## config.mk

```make
export PLATFORM = sky130hd
export DESIGN_NAME = sha1_message_digest
export DESIGN_NICKNAME = d
export VERILOG_FILES = /design/src/design/sha1_pkg.sv /design/src/design/sha1_front.sv /design/src/design/sha1_back.sv /design/src/design/sha1_message_digest.sv
export SDC_FILE = /design/constraint.sdc
export NUM_CORES = 2
export LEC_CHECK = 0
export ABC_AREA = 1
export BUFFER_PORTS_ARGS = -buffer_cell sky130_fd_sc_hd__buf_2
export CAP_MARGIN = 20
export CORE_ASPECT_RATIO = 0.6
export CORE_MARGIN = 4
export CORE_UTILIZATION = 40
export DETAILED_ROUTE_END_ITERATION = 7
export PLACE_DENSITY = 0.62
export REMOVE_ABC_BUFFERS = 1
export SYNTH_ARGS = -nofsm -noshare
export SYNTH_HDL_FRONTEND = slang
export SYNTH_SLANG_ARGS = --single-unit
export TNS_END_PERCENT = 100
```

## constraint.sdc

```tcl
create_clock -name clk_i -period 23.3 [get_ports clk_i]
set_clock_uncertainty 0.05 [all_clocks]
set_input_delay 1.165 -clock clk_i [delete_from_list [all_inputs] [get_ports clk_i]]
set_output_delay 1.165 -clock clk_i [all_outputs]
set_load 0.01 [all_outputs]
```

## src/design/sha1_pkg.sv

```systemverilog
// ----------------------------------------------------------------------------
// sha1_pkg
// Shared types, constants and round functions of the SHA-1 digest block.
// ----------------------------------------------------------------------------
package sha1_pkg;

  typedef struct packed {
    logic [7:0] message_byte;
    logic       byte_present;
    logic       end_of_message;
  } in_item_t;

  typedef struct packed {
    logic [31:0] digest_word;
    logic [2:0]  word_number;
    logic        last_word;
  } out_item_t;

  // one entry of the front-to-back queue: a byte, a final marker, or both
  typedef struct packed {
    logic [7:0] data;
    logic       present;
    logic       last;
  } cmd_t;

  localparam int unsigned QDepth = 4;
  localparam int unsigned QAw    = 2;

  localparam logic [31:0] Iv0 = 32'h67452301;
  localparam logic [31:0] Iv1 = 32'hEFCDAB89;
  localparam logic [31:0] Iv2 = 32'h98BADCFE;
  localparam logic [31:0] Iv3 = 32'h10325476;
  localparam logic [31:0] Iv4 = 32'hC3D2E1F0;

  localparam logic [31:0] K0 = 32'h5A827999;
  localparam logic [31:0] K1 = 32'h6ED9EBA1;
  localparam logic [31:0] K2 = 32'h8F1BBCDC;
  localparam logic [31:0] K3 = 32'hCA62C1D6;

  localparam logic [7:0] PadByte = 8'h80;

  function automatic logic [31:0] round_k(input logic [6:0] i);
    if (i < 7'd20) return K0;
    else if (i < 7'd40) return K1;
    else if (i < 7'd60) return K2;
    else return K3;
  endfunction

  function automatic logic [31:0] round_f(input logic [6:0] i, input logic [31:0] b,
                                          input logic [31:0] c, input logic [31:0] d);
    if (i < 7'd20) return (b & c) | (~b & d);
    else if (i < 7'd40 || i >= 7'd60) return b ^ c ^ d;
    else return (b & c) | (b & d) | (c & d);
  endfunction

endpackage

```

## src/design/sha1_front.sv

```systemverilog
// ----------------------------------------------------------------------------
// sha1_front
// Accept input transactions, drop empty non-final ones, and queue commands.
// ----------------------------------------------------------------------------
module sha1_front (
  input  logic               clk_i,
  input  logic               rst_ni,
  input  logic               in_valid_i,
  output logic               in_stall_o,
  input  sha1_pkg::in_item_t in_data_i,
  output logic               cmd_valid_o,
  input  logic               cmd_take_i,
  output sha1_pkg::cmd_t     cmd_o
);
  import sha1_pkg::*;

  cmd_t            mem_q [QDepth];
  logic [QAw-1:0]  wp_q, rp_q;
  logic [QAw:0]    cnt_q, cnt_d;
  logic            acc, push, pop;

  assign in_stall_o  = (cnt_q == (QAw+1)'(QDepth));
  assign acc         = in_valid_i && !in_stall_o;
  assign push        = acc && (in_data_i.byte_present || in_data_i.end_of_message);
  assign cmd_valid_o = (cnt_q != '0);
  assign pop         = cmd_valid_o && cmd_take_i;
  assign cmd_o       = mem_q[rp_q];

  always_comb begin
    cnt_d = cnt_q;
    if (push && !pop) cnt_d = cnt_q + 1'b1;
    else if (!push && pop) cnt_d = cnt_q - 1'b1;
  end

  always_ff @(posedge clk_i) begin
    if (push) begin
      mem_q[wp_q] <= '{data: in_data_i.message_byte, present: in_data_i.byte_present,
                       last: in_data_i.end_of_message};
    end
  end

  always_ff @(posedge clk_i or negedge rst_ni) begin
    if (!rst_ni) begin
      wp_q  <= '0;
      rp_q  <= '0;
      cnt_q <= '0;
    end else begin
      if (push) wp_q <= wp_q + 1'b1;
      if (pop) rp_q <= rp_q + 1'b1;
      cnt_q <= cnt_d;
    end
  end
endmodule

```

## src/design/sha1_back.sv

```systemverilog
// ----------------------------------------------------------------------------
// sha1_back
// Pack bytes, pad, run 80-round compression and emit the digest words.
// ----------------------------------------------------------------------------
module sha1_back (
  input  logic                clk_i,
  input  logic                rst_ni,
  input  logic                cmd_valid_i,
  output logic                cmd_take_o,
  input  sha1_pkg::cmd_t      cmd_i,
  output logic                out_valid_o,
  input  logic                out_stall_i,
  output sha1_pkg::out_item_t out_data_o
);
  import sha1_pkg::*;

  localparam logic [2:0] StIdle = 3'd0;
  localparam logic [2:0] StPad  = 3'd1;
  localparam logic [2:0] StLen  = 3'd2;
  localparam logic [2:0] StRnd  = 3'd3;
  localparam logic [2:0] StAdd  = 3'd4;
  localparam logic [2:0] StOut  = 3'd5;

  logic [2:0]  st_q;
  logic [2:0]  nxt_q;
  logic [31:0] w_q [16];
  logic [31:0] h_q [5];
  logic [31:0] a_q, b_q, c_q, d_q, e_q;
  logic [63:0] cnt_q;
  logic [63:0] len_q;
  logic [6:0]  rnd_q;
  logic [2:0]  wn_q;

  logic [5:0]  pos;
  logic [31:0] wx, wr, t;
  logic [3:0]  ri;

  assign pos        = cnt_q[8:3];
  assign cmd_take_o = (st_q == StIdle) && cmd_valid_i;
  assign ri         = rnd_q[3:0];
  assign wx = w_q[4'(ri + 4'd13)] ^ w_q[4'(ri + 4'd8)] ^ w_q[4'(ri + 4'd2)] ^ w_q[ri];
  assign wr = (rnd_q < 7'd16) ? w_q[ri] : {wx[30:0], wx[31]};
  assign t  = {a_q[26:0], a_q[31:27]} + round_f(rnd_q, b_q, c_q, d_q) + e_q
              + round_k(rnd_q) + wr;

  assign out_valid_o = (st_q == StOut);
  assign out_data_o  = '{digest_word: h_q[wn_q], word_number: wn_q,
                         last_word: (wn_q == 3'd4)};

  function automatic logic [31:0] put(input logic [31:0] w, input logic [1:0] s,
                                      input logic [7:0] v);
    logic [31:0] r;
    r = w;
    case (s)
      2'd0:    r[31:24] = v;
      2'd1:    r[23:16] = v;
      2'd2:    r[15:8]  = v;
      default: r[7:0]   = v;
    endcase
    return r;
  endfunction

  always_ff @(posedge clk_i or negedge rst_ni) begin
    if (!rst_ni) begin
      st_q  <= StIdle;
      nxt_q <= StIdle;
      cnt_q <= '0;
      len_q <= '0;
      rnd_q <= '0;
      wn_q  <= '0;
      h_q   <= '{Iv0, Iv1, Iv2, Iv3, Iv4};
    end else begin
      case (st_q)
        StIdle: begin
          if (cmd_valid_i) begin
            if (cmd_i.present) begin
              cnt_q <= cnt_q + 64'd8;
              if (pos == 6'd63) begin
                st_q  <= StRnd;
                nxt_q <= cmd_i.last ? StPad : StIdle;
              end else if (cmd_i.last) begin
                st_q <= StPad;
              end
            end else begin
              st_q <= StPad;
            end
          end
        end
        StPad: begin
          len_q <= cnt_q;
          st_q  <= StRnd;
          nxt_q <= (pos >= 6'd56) ? StLen : StOut;
        end
        StLen: begin
          st_q  <= StRnd;
          nxt_q <= StOut;
        end
        StRnd: begin
          rnd_q <= rnd_q + 7'd1;
          if (rnd_q == 7'd79) begin
            rnd_q <= '0;
            st_q  <= StAdd;
          end
        end
        StAdd: begin
          h_q[0] <= h_q[0] + a_q;
          h_q[1] <= h_q[1] + b_q;
          h_q[2] <= h_q[2] + c_q;
          h_q[3] <= h_q[3] + d_q;
          h_q[4] <= h_q[4] + e_q;
          st_q   <= nxt_q;
          wn_q   <= '0;
        end
        StOut: begin
          if (!out_stall_i) begin
            wn_q <= wn_q + 3'd1;
            if (wn_q == 3'd4) begin
              st_q  <= StIdle;
              cnt_q <= '0;
              h_q   <= '{Iv0, Iv1, Iv2, Iv3, Iv4};
            end
          end
        end
        default: st_q <= StIdle;
      endcase
    end
  end

  // datapath: schedule window, working words, padding
  always_ff @(posedge clk_i) begin
    case (st_q)
      StIdle: begin
        if (cmd_valid_i && cmd_i.present) begin
          w_q[pos[5:2]] <= put(w_q[pos[5:2]], pos[1:0], cmd_i.data);
          if (pos == 6'd63) begin
            {a_q, b_q, c_q, d_q, e_q} <= {h_q[0], h_q[1], h_q[2], h_q[3], h_q[4]};
          end
        end
      end
      StPad: begin
        for (int i = 0; i < 16; i++) begin
          logic [31:0] v;
          v = w_q[i];
          for (int j = 0; j < 4; j++) begin
            if (6'(i * 4 + j) == pos) v = put(v, 2'(j), PadByte);
            else if (6'(i * 4 + j) > pos) v = put(v, 2'(j), 8'h00);
          end
          if (pos < 6'd56 && i == 14) v = cnt_q[63:32];
          else if (pos < 6'd56 && i == 15) v = cnt_q[31:0];
          w_q[i] <= v;
        end
        {a_q, b_q, c_q, d_q, e_q} <= {h_q[0], h_q[1], h_q[2], h_q[3], h_q[4]};
      end
      StLen: begin
        for (int i = 0; i < 14; i++) w_q[i] <= '0;
        w_q[14] <= len_q[63:32];
        w_q[15] <= len_q[31:0];
        {a_q, b_q, c_q, d_q, e_q} <= {h_q[0], h_q[1], h_q[2], h_q[3], h_q[4]};
      end
      StRnd: begin
        if (rnd_q >= 7'd16) w_q[ri] <= wr;
        e_q <= d_q;
        d_q <= c_q;
        c_q <= {b_q[1:0], b_q[31:2]};
        b_q <= a_q;
        a_q <= t;
      end
      default: ;
    endcase
  end
endmodule

```

## src/design/sha1_message_digest.sv

```systemverilog
// ----------------------------------------------------------------------------
// sha1_message_digest
// SHA-1 digest of a byte stream with built-in padding.
// ----------------------------------------------------------------------------
// A byte is taken each cycle into a four-entry queue while the queue is not
// full; the back end consumes one byte per cycle while idle and takes none
// while it compresses each 64-byte block (80 rounds of the single round unit
// plus the chaining add). The final transaction is followed by padding and one
// or two compressions; then five digest word transactions follow, most
// significant word first, with last_word on the fifth.
module sha1_message_digest (
  input  logic                clk_i,
  input  logic                rst_ni,
  input  logic                in_valid_i,
  output logic                in_stall_o,
  input  sha1_pkg::in_item_t  in_data_i,
  output logic                out_valid_o,
  input  logic                out_stall_i,
  output sha1_pkg::out_item_t out_data_o
);
  import sha1_pkg::*;

  logic cmd_valid, cmd_take;
  cmd_t cmd;

  sha1_front u_front (
    .clk_i, .rst_ni, .in_valid_i, .in_stall_o, .in_data_i,
    .cmd_valid_o(cmd_valid), .cmd_take_i(cmd_take), .cmd_o(cmd)
  );

  sha1_back u_back (
    .clk_i, .rst_ni, .cmd_valid_i(cmd_valid), .cmd_take_o(cmd_take), .cmd_i(cmd),
    .out_valid_o, .out_stall_i, .out_data_o
  );
endmodule
```

Word level (Yosys, flattened, before mapping)
Memory sizes are Yosys's and may differ from the RTL's.
Index checks and enable logic that the tools add are counted.
- add/subtract/negate cells: 19
- magnitude comparators: 73
- equal/unequal tests: 86
- muxes and demuxes: 243
- bitwise operators: 30
- reductions and logical operators: 35
- operators with widths (cell ; count):
    32-bit two-way mux ; 85
    24-bit two-way mux ; 32
    16-bit two-way mux ; 32
    32-bit one-hot mux with 3 select lines ; 5
    8-bit two-way mux ; 44
    160-bit two-way mux ; 2
    160-bit one-hot mux with 2 select lines ; 1
    32-bit adder ; 9
    64-bit two-way mux ; 4
    6-bit equality test, first input constant ; 32
    6-bit > comparator, first input constant ; 32
    32-bit bitwise XOR ; 5
    32-bit bitwise AND ; 4
    64-bit one-hot mux with 2 select lines ; 1
    32-bit binary-select mux with 3-bit select ; 1
    5-bit by 6-bit equality test with 1-bit output, first input constant ; 16
    5-bit by 6-bit > comparator with 1-bit output, first input constant ; 16
    32-bit bitwise OR ; 3
    64-bit by 4-bit adder with 64-bit output, second input constant ; 1
    32-bit OR reduction ; 2
    4-bit by 6-bit equality test with 1-bit output, first input constant ; 8
    4-bit by 6-bit > comparator with 1-bit output, first input constant ; 8
    3-bit two-way mux ; 14
    32-bit NOT ; 1
    other kinds (53) ; 128
- bits in registers: 471
- bits in writable memories: 552
- input bits: 14
- output and inout port bits: 38
- logic and storage cells: 507
- memories kept: 2
- memories (memory ; depth ; width ; read ports ; clocked after Yosys merged registers in ; write ports ; line ; text):
    u_back.w_q ; 16 ; 32 ; 20 ; 0 ; 16 ; sha1_back.sv:26 ; logic [31:0] w_q [16];
    u_front.mem_q ; 4 ; 10 ; 1 ; 0 ; 1 ; sha1_front.sv:17 ; cmd_t mem_q [QDepth];

Depth between registers and ports, before layout
- word-level depth: 13
- depth in mapped cells: 38

Modules after synthesis
A second synthesis with hierarchy kept.
- cell total of the unflattened synthesis: 10277
- area total of the unflattened synthesis: 72249.3 sq um
- by module, submodules not included (module ; times used ; cells an instance ; area each (sq um) ; sequential area each (sq um)):
    sha1_back ; 1 ; 10097 ; 70176.1 ; 24853.8
    sha1_front ; 1 ; 180 ; 2073.2 ; 1376.3

Worst setup path after synthesis
Ideal clock, no wire load.
- path type: register to register
- start: register u_back.cnt_q[3]
- end: register u_back.a_q[0], enable pin
- data arrival time: 13.263 ns
- data required time: 22.333 ns
- setup slack: 9.071 ns
- cell stages (with the launch flop): 10
- buffers on the path: 0
- cells stage by stage: dfrtp_1 -> ha_1 -> inv_2 -> nor2_2 -> inv_1 -> nor2_1 -> inv_1 -> o21ai_0 -> inv_1 -> a211oi_1
- word-level cells in the longest chain between the ends: 3
- RTL lines (item ; line ; text):
    from (decl) ; sha1_back.sv:29 ; logic [63:0] cnt_q;
    from (signal assigned) ; sha1_back.sv:77 ; cnt_q <= cnt_q + 64'd8;
    6-bit equality test ; sha1_back.sv:135 ; if (pos == 6'd63) begin
    2-bit inequality test (no source line) ; - ;
    3-bit AND reduction (no source line) ; - ;
    to (signal assigned) ; sha1_back.sv:136 ; {a_q, b_q, c_q, d_q, e_q} <= {h_q[0], h_q[1], h_q[2], h_q[3], h_q[4]};
    to (signal assigned) ; sha1_back.sv:152 ; {a_q, b_q, c_q, d_q, e_q} <= {h_q[0], h_q[1], h_q[2], h_q[3], h_q[4]};
    to (signal assigned) ; sha1_back.sv:158 ; {a_q, b_q, c_q, d_q, e_q} <= {h_q[0], h_q[1], h_q[2], h_q[3], h_q[4]};
    to (decl) ; sha1_back.sv:28 ; logic [31:0] a_q, b_q, c_q, d_q, e_q;
No other way between the ends.
A chain may end at the register's enable or synchronous reset.

Worst setup path after layout
- start: register u_back.rnd_q[1]
- end: register u_back.a_q[27] (data pin)
- word-level cells in the longest chain between the ends: 9
- RTL lines (item ; line ; text):
    from (decl) ; sha1_back.sv:31 ; logic [6:0] rnd_q;
    from (signal assigned) ; sha1_back.sv:99 ; rnd_q <= rnd_q + 7'd1;
    7-bit by 6-bit < comparator with 1-bit output / 7-bit by 6-bit greater-or-equal comparator with 1-bit output (equally long branches) ; sha1_pkg.sv:44, sha1_pkg.sv:52 ;
    1-bit logical OR ; sha1_pkg.sv:52 ; else if (i < 7'd40 || i >= 7'd60) return b ^ c ^ d;
    32-bit two-way mux ; sha1_pkg.sv:52 ;
    32-bit two-way mux ; sha1_pkg.sv:51 ; if (i < 7'd20) return (b & c) | (~b & d);
    32-bit adder (2 in a row) ; sha1_back.sv:43 ; assign t = {a_q[26:0], a_q[31:27]} + round_f(rnd_q, b_q, c_q, d_q) + e_q
    32-bit adder ; sha1_back.sv:44 ; + round_k(rnd_q) + wr;
    32-bit adder * ; sha1_back.sv:44 ;
    32-bit one-hot mux with 3 select lines * ; sha1_back.sv:131 ; case (st_q)
Mark *: on every way between the ends. The rest lies on a longest branch, timed or not.

==> flow_summary.ini <==
[run_status]
status = finished clean

[worst_setup_path]
endpoint_kind = register
critPathSlowestCell = o21ai_0
critPathMaxFanout = 83
crit_required_ns = 23.79
critPathMaxStageDelay_ns = 0.90
critical_path.top_delay_family = buffers and inverters
worst-path-buf-inv = 8
startpoint_type = register
cp.arrival_ns = 10.46
critPathKind = register to register
worst_path_most_repeated_cell = nand2_1

[synth]
ys_types = 67
synthArstFlopShare = 0.300
synth_top_cell_by_area = edfxtp_1
synth_area_sq_um = 71800
synth-simple-area-share = 0.264
ys_ff_latch = 1017
synthAdderAreaFrac = 0.0756
ys_warn_count = 0
yosys-top-cells-area = edfxtp_1 18%, nand2_1 15%, o21ai_0 9.0%
synthMostInstantiatedCell = nand2_1
synthFlopType = edfxtp_1
synth_common_cells = 2,833 x nand2_1, 1,291 x o21ai_0, 1,156 x inv_1
yosys-mux-area-fraction = 0.000296
synth-seq-area-share = 0.365
synth_compound_area_frac = 0.189
netlist.area_leader.share = 0.177
synth_top_family_by_area = simple AND/OR/NAND/NOR gates
synth_edf_count = 424
synth-xor-area-share = 0.0142
postSynthAreaPerCell_sq_um = 7.01
syn_inst = 10200

[clock_network]
clock-sinks = 1017
postCtsSetupBuffers = 0
htreeDepth = 3
cts.path.max_buffers = 3
cts_buffers = 108
clkLatencyLatePin_ns = 0.79
cts.clk_slew.worst_paths_ns = 0.07
root_buffer = clkbuf_16
cts_tree = yes
cts_resized = 0
postCtsHoldBufs = 0

[global_routing]
grt_pass1_vias = 65900
grt.total_usage = 0.343
grt_max_degree = 202
antenna_found_initial = 10
grt_first_pass_wirelength_microns = 470000
overflow = 0

[floorplan]
io_pins = 52
die_x_microns = 555
placementRows = 120
die_h_microns = 336
core_area_sq_um = 178000
die-area_sq_um = 187000
initial_core_util = 0.403

[placement]
io_buffers = 51
dp_hpwl_microns = 248000
post_dp_cell_area_sq_um = 74200
numPlacedInstances = 12300
gp_congestion = 1.09

[min_path]
min_path_type = register to register

[timing]
setup_viol = 0
hold_viol = 0
rsz0062_at_grt = no
hold-worst-slack_ns = 0.409
slew_headroom = 0.0891
slew_viol_final = 0
finalCritPeriodShare = 0.428
max_freq_mhz = 100
max_slew.worst_pin.slew_ns = 1.36
min_period_ns = 9.97

[drt]
antenna_left = 0
routedWlPerCell_microns = 26.5
num_vias = 74800
wl_microns = 332000
drc = 0
firstDrtPassIters = 7
vias_per_cell = 5.98
drt_iter0_drc = 11700

[cells_and_area]
fin_area_sq_um = 78200
fillers = 18400
nets = 10400
post-route-util = 0.438
drive_gt1_frac = 0.0560
syn_to_final_growth_pct = 8.93
multi_input_area_sq_um = 39200
regArea_sq_um = 26200
finalNonFillerCells = 12500

[job]
maxCapViolations = 0
==> layer usage <==
metal / up-vias / wire [microns] / part of all wire / GRT usage
met5: - / 340 / 0.0010 / 0.00937
met4: 16 / 6870 / 0.021 / 0.0667
met3: 455 / 57500 / 0.17 / 0.175
li1: 33800 / - / - / -
met1: 35600 / 155000 / 0.47 / 0.538
met2: 4918 / 112000 / 0.34 / 0.397
==> cell families after synthesis <==
group	count (synthesis)
multiplexers	2
AO/OA/AOI/OAI	2477
AND/OR/NAND/NOR	4587
XOR/XNOR	116
flip-flops	1017
adder cells (fa/ha/maj)	359
buffers and inverters	1688
==> worst register-to-register path: cells and delay by family, from the launching register on <==
kind	cells	cell delay, ns
buf+inv	8	2.79
simple gates	13	1.86
compound gates	6	1.84
flops	1	0.83
fa+ha+maj	6	2.32
==> sequential cells by signal (all words and copies together) (netlist names) <==
name           cells
u_back.d_q        32
u_back.b_q        32
u_back.e_q        32
u_back.len_q      61
u_back.a_q        32
u_back.cnt_q      61
u_front.wp_q       2
u_back.h_q       160
u_back.w_q       512
u_back.c_q        32
u_back.st_q        3
u_back.nxt_q       3
u_back.rnd_q       7
u_back.wn_q        3
u_front.cnt_q      3
u_front.rp_q       2
u_front.mem_q     40
==> worst paths after layout <==
check	to	startpoint	slack, ns	depth (start not counted)
setup / recovery	u_back.a_q[27]$_DFFE_PP_	u_back.rnd_q[1]$_DFFE_PN0P_	13.33	33
hold / removal	u_back.w_q[4][21]$_SDFFE_PP0P_	u_back.w_q[4][21]$_SDFFE_PP0P_	0.41	2
setup reg to reg	u_back.a_q[27]$_DFFE_PP_	u_back.rnd_q[1]$_DFFE_PN0P_	13.33	33
hold reg to reg	u_back.w_q[4][21]$_SDFFE_PP0P_	u_back.w_q[4][21]$_SDFFE_PP0P_	0.41	2
max in group asynchronous	u_back.st_q[0]$_DFFE_PN0P_	rst_ni	20.58	4
min in group asynchronous	u_back.h_q[72]$_DFFE_PN0P_	rst_ni	0.42	1
==> placed cells by master (no fill, tap or decap), types with 42 or more instances in the layout <==
cell,Yosys,routed
a21oi_1,651,641
dfstp_2,80,80
o21ai_0,1291,1287
o22ai_1,113,113
nor3_1,107,107
buf_4,8,128
ha_1,234,232
nor2_1,566,563
xor2_1,85,83
nand2_1,2833,2830
inv_1,1156,1150
fa_1,125,125
a31oi_1,44,42
nand3_1,923,923
clkbuf_16,0,114
buf_2,143,52
nand4_1,69,69
dfxtp_1,288,288
edfxtp_1,424,424
o211ai_1,153,153
dfrtp_1,225,220
==> layout make-up <==
cell class	count	area share
Antenna cell	6	0.000192
Clock buffer	140	0.0391
Clock inverter	66	0.0111
Inverter	1185	0.0572
Multi-Input combinational cell	7541	0.501
Sequential cell	1017	0.336
Tap cell	2379	0.0381
Timing Repair Buffer	188	0.0174
==> metrics by stage <==
step           setup WS, ns  TNS, ns
3_5_place_dp          13.88        0
5_1_grt               12.91        0
6_report              13.33        0
3_3_place_gp          14.10        0
4_1_cts               13.82        0
2_1_floorplan         -2.73   -58.42
Power is left out: the tool's default activity adds up to more than one toggle a clock period on the data nets, which glitch-free logic cannot reach.
